<file path="src/design/gcr_fifo.sv">
`timescale 1ns / 1ps
// ----------------------------------------------------------------------------
// gcr_fifo
// Short register queue between the front and the back of the core.
// ----------------------------------------------------------------------------
module gcr_fifo #(
   parameter int WIDTH = 96,
   parameter int DEPTH = 4
) (
   input  logic             clock,
   input  logic             reset,
   input  logic             push,
   input  logic [WIDTH-1:0] push_data,
   input  logic             pop,
   output logic [WIDTH-1:0] pop_data,
   output logic             empty,
   output logic             full
);
   localparam int AW = $clog2(DEPTH);

   logic [WIDTH-1:0] mem_ff [0:DEPTH-1];
   logic [AW-1:0]    wr_ff, wr_in, rd_ff, rd_in;
   logic [AW:0]      cnt_ff, cnt_in;

   assign empty    = (cnt_ff == '0);
   assign full     = (cnt_ff == (AW+1)'(DEPTH));
   assign pop_data = mem_ff[rd_ff];

   always_comb begin
      wr_in  = push ? AW'(wr_ff + 1'b1) : wr_ff;
      rd_in  = pop ? AW'(rd_ff + 1'b1) : rd_ff;
      cnt_in = cnt_ff;
      if (push && !pop) begin
         cnt_in = cnt_ff + 1'b1;
      end else if (pop && !push) begin
         cnt_in = cnt_ff - 1'b1;
      end
   end

   always_ff @(posedge clock) begin
      if (reset) begin
         wr_ff  <= '0;
         rd_ff  <= '0;
         cnt_ff <= '0;
      end else begin
         wr_ff  <= wr_in;
         rd_ff  <= rd_in;
         cnt_ff <= cnt_in;
      end
      if (push) begin
         mem_ff[wr_ff] <= push_data;
      end
   end

   no_overflow: assert property (@(posedge clock) disable iff (reset) full |-> !push)
      else $error("Item pushed into a full queue.");
   no_underflow: assert property (@(posedge clock) disable iff (reset) empty |-> !pop)
      else $error("Item popped from an empty queue.");

endmodule

</file>
<file path="config.mk">
export PLATFORM = sky130hd
export DESIGN_NAME = gcr_fifo
export DESIGN_NICKNAME = d
export VERILOG_FILES = /design/src/design/gcr_fifo.sv
export SDC_FILE = /design/constraint.sdc
export NUM_CORES = 1
export LEC_CHECK = 0
export ABC_CLOCK_PERIOD_IN_PS = 4320
export BUFFER_PORTS_ARGS = -buffer_cell sky130_fd_sc_hd__buf_2
export CORE_MARGIN = 4
export CORE_UTILIZATION = 40
export CTS_CLUSTER_SIZE = 20
export DETAILED_ROUTE_END_ITERATION = 6
export GPL_ROUTABILITY_DRIVEN = 0
export GPL_TIMING_DRIVEN = 0
export PLACE_DENSITY = 0.55
export SLEW_MARGIN = 10
export SYNTH_ARGS = -nofsm -noshare
export SYNTH_HDL_FRONTEND = slang
export SYNTH_SLANG_ARGS = --single-unit
</file>
<file path="constraint.sdc">
create_clock -name clock -period 4.32 [get_ports clock]
set_input_delay 0.216 -clock clock [delete_from_list [all_inputs] [get_ports clock]]
set_output_delay 0.216 -clock clock [all_outputs]
set_load 0.05 [all_outputs]
</file>
; Word-level counts from Yosys, hierarchy flattened
; Memory sizes are Yosys's and may differ from the RTL's. A register that Yosys moved wholly into a read port is not among the register bits.
; Index checks and enable logic that the tools add are counted.
[op_classes]
n_addsub = 4
eq_ne = 1
n_mux = 6
reduce_logical = 6
[ops]
columns = operator, count
row1 = $mux W3, 2
row2 = $add A2 B1 Y2 const B, 2
row3 = $mux W2, 2
row4 = $add A3 B1 Y3 const B, 1
row5 = $eq A3 B3 Y1 const B, 1
row6 = $logic_not A3 Y1, 1
row7 = $sub A3 B1 Y3 const B, 1
row8 = $logic_and A1 B1 Y1, 2
row9 = $logic_not A1 Y1, 2
row10 = $mux W1, 2
row11 = $reduce_bool A2 Y1, 1
[totals]
mem_bits_rw = 384
output_inout_bits = 98
mem_count = 1
inputBits = 100
regBits = 7
[mem_list]
columns = name, depth, word_bits, rd, rd_ports_with_merged_regs, write_ports, line
row1 = mem_ff, 4, 96, 1, 1, 1, 21  ; logic [WIDTH-1:0] mem_ff [0:DEPTH-1];

; Logic depth before layout (Yosys ltp)
; Gate-level depths: netlist of the first run.
[depth]
word_depth = 4
depth_mapped = 7

; Worst setup path after synthesis of the first run
; No wires, ideal clock.
[synth_timing]
path_type = register -> register
startpoint = register wr_ff[0]
endpoint = memory mem_ff[0][0] (enable)
required_time_ns = 3.855
arrival_time_ns = 2.764
synth_period_minus_slack_ns = 3.229
setup_slack_ns = 1.091
setup_ns = 0.465
stages_incl_launch_ff = 4
path_cell_list = dfxtp_1 inv_1 ha_1 and2_1
[synth_lines]
columns = element, line
row1 = "start, declared", 22  ; logic [AW-1:0] wr_ff, wr_in, rd_ff, rd_in;
row2 = "start signal, assigned", 46  ; wr_ff <= wr_in;
row3 = "end, declared", 21
; No word-level cell before the write port.

==> summary by stage, run 1 <==
Logic synthesis
The synthesized netlist occupies a cell area of 14270 um2. The most used flip-flop cell after synthesis is sky130_fd_sc_hd__edfxtp_1. By count the netlist is led by sky130_fd_sc_hd__edfxtp_1 (384), sky130_fd_sc_hd__mux4_2 (96), sky130_fd_sc_hd__buf_2 (11). The synthesized design contains 393 register bits. The cell taking the most area after synthesis is sky130_fd_sc_hd__edfxtp_1. The number of cells produced by synthesis is 546. The number of distinct standard cells referenced by the synthesized netlist is 21. For this run, asynchronously set or reset flops after synthesis account for 0. The area share of the largest cell type after synthesis is 0.8079.

The post-synthesis net count is 652. Yosys instantiated no cell more often than sky130_fd_sc_hd__edfxtp_1. In this run, synthesis inferred 384 flip-flops with an integrated enable. Of the synthesized area, sequential elements account for 0.8205. The mean area per synthesized cell is 26.14 um2. Yosys printed 0 warnings.

Yosys attributes the largest share of cell area to sky130_fd_sc_hd__edfxtp_1 (81%), sky130_fd_sc_hd__mux4_2 (15%), sky130_fd_sc_hd__dfxtp_1 (1.3%), sky130_fd_sc_hd__ha_1 (0.44%), sky130_fd_sc_hd__buf_6 (0.39%).

Floorplanning
In this run the core area contains 68 standard-cell rows. The effective utilization at floorplan is 0.4091. Pin placement for this block handled 198 I/O pins.

The floorplan step defined a die boundary enclosing 38770 um2. Measured along the x axis, the die boundary spans 196.9 um. The vertical die dimension is 196.9 um. The core region is 34880 um2.

Final layout
The number of nets at the end of the flow is 999. The diode insertion count for antenna repair is 0. Measured on the finished design, the core utilization comes to 0.5275. The final standard cell area without fillers is 18400 um2.

The number of fill cells in the layout is 2770. The post-synthesis to final-layout area growth is 28.92%. Of the cells placed in the final design, the portion with a size suffix greater than 1 is 0.4123.

GRT
The number of antenna violations at the first check in global routing is 1. The combined global-route utilization of all metal layers is 0.1461. The global-route wire length before repair is 43530 um. The aggregate global routing overflow is 0.

The via count of the first global-routing pass is 7501. The largest net degree at the start of global routing is 40.

Flow run
The max-capacitance violation count is 0.

Drt
The wire length per cell after detailed routing is 20.61 um. In this run the remaining antenna-violating nets after routing total 0. The number of detailed-route iterations in the first pass is 4. The detailed router finished its first iteration with 336 violations. The overall via count from detail_route is 6769. Summed over all layers, the routed wires come to 28420 um. The mean number of vias per cell is 4.909. In the routed design, unresolved DRC markers number 0.

Timing
Timing would allow up to 397.3 MHz. The final hold violation count is 0. The worst slew slack as a fraction of its limit is 0.5518.

Setup slack on the critical path of the routed design comes to 1.803 ns. The part of the cycle the worst path needs is 0.5827. Setup violations remaining at the end of the flow were counted as 0.

For the finished layout, the period the worst path requires is 2.517 ns. The final-report max-slew violation count is 0. Setup repair after global routing left no endpoint under its margin. Setup total negative slack on the finished layout was measured at 0 ns. The worst clock skew is 0.009940 ns.

The transition time at the pin with the least slew margin is 0.6723 ns.

Setup path
Walking the worst path, the cells encountered are buf_2 > buf_2 > buf_2 > mux4_2 > buf_2. The cell family with the largest share of critical-path delay is buffers and inverters. The category of the worst setup path launch point is a flip-flop. The worst endpoint data arrival time is 2.30 ns. The worst setup path is captured at an output pin. The category of the critical setup timing path is reg -> out. The number of buffer and inverter stages on the critical path is 4. STA puts the critical path data required time at 4.10 ns. The worst stage delay on the critical path is 0.37 ns. In this run the worst path has a maximum fanout of 10.

For this design, the slowest cell found on the critical path is sky130_fd_sc_hd__mux4_2. By instance count, the cell type seen most on the critical path is sky130_fd_sc_hd__buf_2.

Clocking
The number of clock buffers added by TritonCTS is 42. In this run the post-CTS setup repair buffer count came out at 0. The H-tree level count is 2. The tree is rooted in a sky130_fd_sc_hd__clkbuf_16.

The clock edge transition at the registers on the reported setup and hold paths is 0.05 ns. Counting along the longest clock path gives a buffer depth of 3. The clock tree from TritonCTS is done.

Clock latency on the worst-skew pair, taken at its later pin, is 0.53 ns. The clock net sink count is 393.

Placement
The setup slack at placement is 2.268 ns. The HPWL after detailed placement is 17840 um. The placed instances occupy a cell area of 16020 um2. Port buffering added 196 buffers.

Power
The design draws 0.009293 W. The power density over the cells is 505.1 nW/um2. The worst-case IR drop observed on VDD is 473.9 uV. The analysis attributes to cell leakage a power of 6.305 nW.

Min path
The path class of the tightest hold or removal check is in -> reg.

Run status
The flow ran to the end, and the final reports show no timing, DRC or antenna violations.
[registers in the layout, indices dropped and copies added, names as in the netlist, named ones only]
signal,count
cnt_ff,3
wr_ff,2
rd_ff,2
mem_ff,384
[worst register-to-register path, cell delays in order (launching register included)]
cell and delay (ns):
sky130_fd_sc_hd__dfxtp_1 0.35, sky130_fd_sc_hd__inv_1 0.10, sky130_fd_sc_hd__ha_1 0.16, sky130_fd_sc_hd__and2_4 0.50
sky130_fd_sc_hd__buf_16 0.30
[report_power, final]
| part | internal, W | total (W) | switching [W] |
|---|---|---|---|
| combinational | 0.000446 | 0.00135 | 0.000905 |
| clock | 0.00218 | 0.00352 | 0.00134 |
| sequential | 0.00438 | 0.00442 | 0.0000424 |
[kinds of logic after synthesis]
logic type,share of synthesized area
flops,0.8205
mux,0.1529
buf+inv,0.01183
simple gates,0.005172
fa+ha+maj,0.005786
xor+xnor,0.003069
compound gates,0.0007007
[routing by layer]
metal  track usage  wire length, um  vias up
met5             0               13        -
met4       0.03672              529        2
met3       0.03915             1708       48
met2        0.2530            14720      181
met1        0.1851            11450     3496
li1              -                -     3042
[final cells by class]
cell class,instances,area [um2],share of cell area
clock inverters,18,185.2,0.01006
inverters,4,15.01,0.0008160
repair buffers,303,2162,0.1175
multi-input cells,126,2402,0.1306
plain buffers,23,153.9,0.008364
flip-flops and latches,393,11710,0.6365
clock buffers,57,1201,0.06528
well taps,455,569.3,0.03094
[worst paths after layout]
kind / end / from / slack [ns] / depth (start not counted)
worst max-delay path: pop_data[55] / flip-flop / 1.80 / 5
worst max register to register: mem_ff[2][35] / wr_ff[0] / 2.54 / 4
worst min-delay path: wr_ff[1] / push / 0.08 / 3
worst min register to register: cnt_ff[2] / cnt_ff[2] / 0.53 / 2
[cells in the final DEF (no fill, tap or decap), drive strengths merged]
cell         netlist  layout
buf               17     221
ha                 5       5
xnor2              2       2
nor3b              1       1
fa                 1       1
a21oi              1       1
dfxtp              9       9
nand2              1       1
clkbuf             6      63
nor3               1       1
bufinv             0       4
nor2               7       7
clkinv             0      13
o21ai              1       1
dlygate4sd3        0      99
inv                4       4
edfxtp           384     384
mux2i              2       2
and2               4       4
xor2               3       3
or3                1       1
mux4              96      96
clkinvlp           0       1
[stage by stage]
| step | hold WS (ns) | std cells |
|---|---|---|
| after detailed placement | 0.4339 | 1205 |
| after CTS | 0.04938 | 1379 |
| after floorplan | 0.3149 | 546 |
| final | 0.07581 | 1379 |
| after global placement | 0.4238 | 1197 |
| after global routing | 0.06978 | 1379 |
[timing repair]
item / in CTS / in global routing
resized for setup: 0 / 0
hold endpoints to repair: 389 / 0
hold buffers: 99 / 0
Note: power is estimated with default switching activity, not from simulation.
==> run 2: changes to the inputs <==
--- a/config.mk
+++ b/config.mk
@@ -5,7 +5,7 @@
 export SDC_FILE = /design/constraint.sdc
 export NUM_CORES = 1
 export LEC_CHECK = 0
-export ABC_CLOCK_PERIOD_IN_PS = 4320
+export ABC_CLOCK_PERIOD_IN_PS = 2300
 export BUFFER_PORTS_ARGS = -buffer_cell sky130_fd_sc_hd__buf_2
 export CORE_MARGIN = 4
 export CORE_UTILIZATION = 40
@@ -13,7 +13,7 @@
 export DETAILED_ROUTE_END_ITERATION = 6
 export GPL_ROUTABILITY_DRIVEN = 0
 export GPL_TIMING_DRIVEN = 0
-export PLACE_DENSITY = 0.55
+export PLACE_DENSITY = 0.57
 export SLEW_MARGIN = 10
 export SYNTH_ARGS = -nofsm -noshare
 export SYNTH_HDL_FRONTEND = slang
==> constraint.sdc (replaced) <==
create_clock -name clock -period 2.3 [get_ports clock]
set_input_delay 0.115 -clock clock [delete_from_list [all_inputs] [get_ports clock]]
set_output_delay 0.115 -clock clock [all_outputs]
set_load 0.05 [all_outputs]
==> summary by stage, run 2 (synthesis results as in run 1) <==
Setup path
The category of the critical setup timing path is reg -> out (unchanged). The logic depth of the worst register-to-register path came to 3 (was 4). The kind of end point of the critical path is an output pin (unchanged). The setup slack on the worst flop-to-flop path came to 0.31 ns (was 2.54 ns). The category of the worst setup path launch point is a flip-flop (unchanged).

The critical-path maximum fanout is 10 (unchanged). The critical register-to-register path endpoint was mem_ff[3][71] (was mem_ff[2][35]). The critical path data required time is 2.18 ns (was 4.10 ns). The worst endpoint data arrival time is 2.10 ns (was 2.30 ns). The startpoint of the worst register-to-register path is wr_ff[0] (unchanged).

Min path
The type of the tightest min-delay check was in -> reg (unchanged). The cell depth of the worst hold path is 2 (was 3). The worst min-delay path endpoint is mem_ff[2][10] (was wr_ff[1]). The origin of the worst min-delay path is push_data[10] (was push).

Clocking
The library cell used as clock root buffer was sky130_fd_sc_hd__clkbuf_16 (unchanged). The clock net sink count is 393 (unchanged). The number of clock buffers inserted by TritonCTS is 42 (unchanged). The H-tree level count is 2 (unchanged). The clock tree from TritonCTS is done (unchanged). The number of buffers on the longest clock path was 3 (unchanged). The clock latency reported for the late side of the worst-skew pair was 0.52 ns (was 0.53 ns). The clock edge transition at the registers on the reported setup and hold paths is 0.06 ns (was 0.05 ns).

Timing
The post-route worst setup slack is 0.08911 ns (was 1.803 ns). Of the available clock period, the critical path in the final layout requires 0.9613. The final hold violation count came to 0 (unchanged). The count of final setup violators is 0 (unchanged).

The final-report max-slew violation count is 0 (unchanged). The final hold slack is 0.3452 ns (was 0.07581 ns). The worst path needs 2.211 ns of the cycle, external delays included. Unrepaired setup endpoints after global routing: true (was false). The worst clock skew came to 0.01051 ns (was 0.009940 ns).

The transition time at the pin with the least slew margin is 0.8382 ns (was 0.6723 ns). The maximum operating frequency is 452.3 MHz. The setup total negative slack is 0 ns (unchanged). The worst slew slack as a fraction of its limit is 0.4412 (was 0.5518).

Floorplanning
The vertical die dimension is 196.9 um (unchanged). The die area is 38770 um2 (unchanged). The area of the placeable core came to 34880 um2 (unchanged). The effective utilization at floorplan is 0.4091 (unchanged).

The die width is 196.9 um (unchanged). The number of rows in the core area is 68 (unchanged). The I/O pin count came to 198 (unchanged).

Drt
The number of detailed-route iterations in the first pass is 6 (was 4). The total detailed-routing wirelength is 28240 um (was 28420 um). The wire length per cell after detailed routing was 20.50 um (was 20.61 um). The overall via count from detail_route came to 6819 (was 6769). The final routed DRC violation total is 0 (unchanged).

The remaining number of nets flagged by the antenna check after routing came to 0 (unchanged). The first-iteration detailed-routing DRC count is 322 (was 336). The mean number of vias per cell is 4.948 (was 4.909).

Final layout
The share of the core filled with cells is 0.5270 (was 0.5275). The most common library cell in the layout ignoring fill and taps is sky130_fd_sc_hd__edfxtp_1 (unchanged). Largest registers in the final layout: mem_ff x384, cnt_ff x3 (unchanged). Most frequent cells in the layout: sky130_fd_sc_hd__edfxtp_1 (384), sky130_fd_sc_hd__buf_2 (195), sky130_fd_sc_hd__dlygate4sd3_1 (100) (was sky130_fd_sc_hd__edfxtp_1 (384), sky130_fd_sc_hd__buf_2 (207), sky130_fd_sc_hd__dlygate4sd3_1 (99)). The post-synthesis to final-layout area growth was 28.82% (was 28.92%). The number of nets at the end of the flow is 997 (was 999). The flip-flop count of the largest register, all copies and words added is 384 (unchanged). The ratio of cells with drive above 1 in the final layout was 0.4143 (was 0.4123). The register with the most flip-flops is mem_ff (unchanged).

Power
The switching share of power is 0.2504 (was 0.2464). The share of total power in sequential cells was 0.477 (was 0.476). The power density over the cells is 947.5 nW/um2 (was 505.1 nW/um2). The maximum VDD drop is 658.5 uV (was 473.9 uV). The cell-internal power was 0.01306 W (was 0.007003 W). The part of the power in the clock network is 0.377 (was 0.379). The share of power burned in combinational logic came to 0.146 (was 0.145). The switching power summed over all nets is 0.004362 W (was 0.002290 W). The static power due to leakage is 6.292 nW (was 6.305 nW).

GRT
The number of antenna violations at the first check in global routing came to 2 (was 1). The aggregate global routing overflow is 0 (unchanged). The combined global-route utilization of all metal layers is 0.1435 (was 0.1461). The global-route wire length before repair was 43260 um (was 43530 um). The largest net degree at the start of global routing is 51 (was 40). The via count of the first global-routing pass is 7449 (was 7501).

Placement
The quantity of I/O buffers inserted on ports is 196 (unchanged). The setup slack at placement is 0.2522 ns (was 2.268 ns). The post-detailed-placement half-perimeter wirelength was 17250 um (was 17840 um).

Run status
Outcome: finished, final reports clean (unchanged).

Flow run
The max-capacitance violation count was 0 (unchanged).
-- run 2: cell count changes in the layout (fill, tap and decap cells not counted), moves of 4 or more --
cell	change
sky130_fd_sc_hd__buf_8	+4
sky130_fd_sc_hd__buf_4	+9
sky130_fd_sc_hd__clkinv_1	+5
sky130_fd_sc_hd__clkbuf_1	-9
sky130_fd_sc_hd__buf_2	-12
sky130_fd_sc_hd__clkbuf_2	+5
-- run 2: repair_timing --
action,in CTS,in global routing
setup endpoints to repair,90,40
cloned,0,0
hold buffers,100,0
endpoints found under the hold margin,393,0
pin swaps,0,0
setup buffers,0,0
gates resized for setup,15,7
-- run 2: power by group through the flow --
stage	clock (W)	sequential [W]	combinational (W)
floorplan	0	0.00844	0.00175
global placement	0	0.00846	0.00235
detailed placement	0	0.00846	0.00243
CTS	0.00675	0.00831	0.00259
global route	0.00706	0.00833	0.00269
finish	0.00657	0.00831	0.00255
-- run 2: final cells by class --
cell class                 instances  area (um2)
antenna                            1       2.502
inverter                           4       15.01
buffer                            23       203.9
multi-input combinational        126        2402
sequential                       393       11710
fill                            2758       16500
clock buffer                      50        1145
tap                              455       569.3
clock inverter                    25       219.0
timing repair buffer             301        2117
-- run 2: worst max-delay path by stage --
stage,from,endpoint
after global placement,wr_ff[0],mem_ff[2][35]
after detailed placement,wr_ff[0],mem_ff[1][40]
after CTS,flip-flop,pop_data[65]
final,flip-flop,pop_data[70]
after floorplan,wr_ff[0],mem_ff[2][0]
after global routing,flip-flop,pop_data[70]
-- run 2: critical path, cell delays in order, from the launching register on --
cell                      delay, ns
sky130_fd_sc_hd__dfxtp_1       0.32
sky130_fd_sc_hd__buf_6         0.14
sky130_fd_sc_hd__buf_12        0.17
sky130_fd_sc_hd__buf_8         0.17
sky130_fd_sc_hd__mux4_2        0.53
sky130_fd_sc_hd__buf_2         0.23
-- run 2: through the flow --
step	instance area, um2	total power [W]	instances
6_report	18390	0.01742	1378
5_1_grt	18390	0.01808	1378
4_1_cts	18360	0.01765	1377
3_5_place_dp	15960	0.01089	1202
3_3_place_gp	15830	0.01081	1197
2_1_floorplan	14280	0.01019	546
-- run 2: per-layer routing --
metal | routed length, um | up-vias | global-route usage
met5 | 13 | - | 0
met4 | 520 | 2 | 0.03313
met3 | 1862 | 44 | 0.03692
met2 | 13810 | 200 | 0.2406
met1 | 12040 | 3519 | 0.1914
li1 | - | 3054 | -
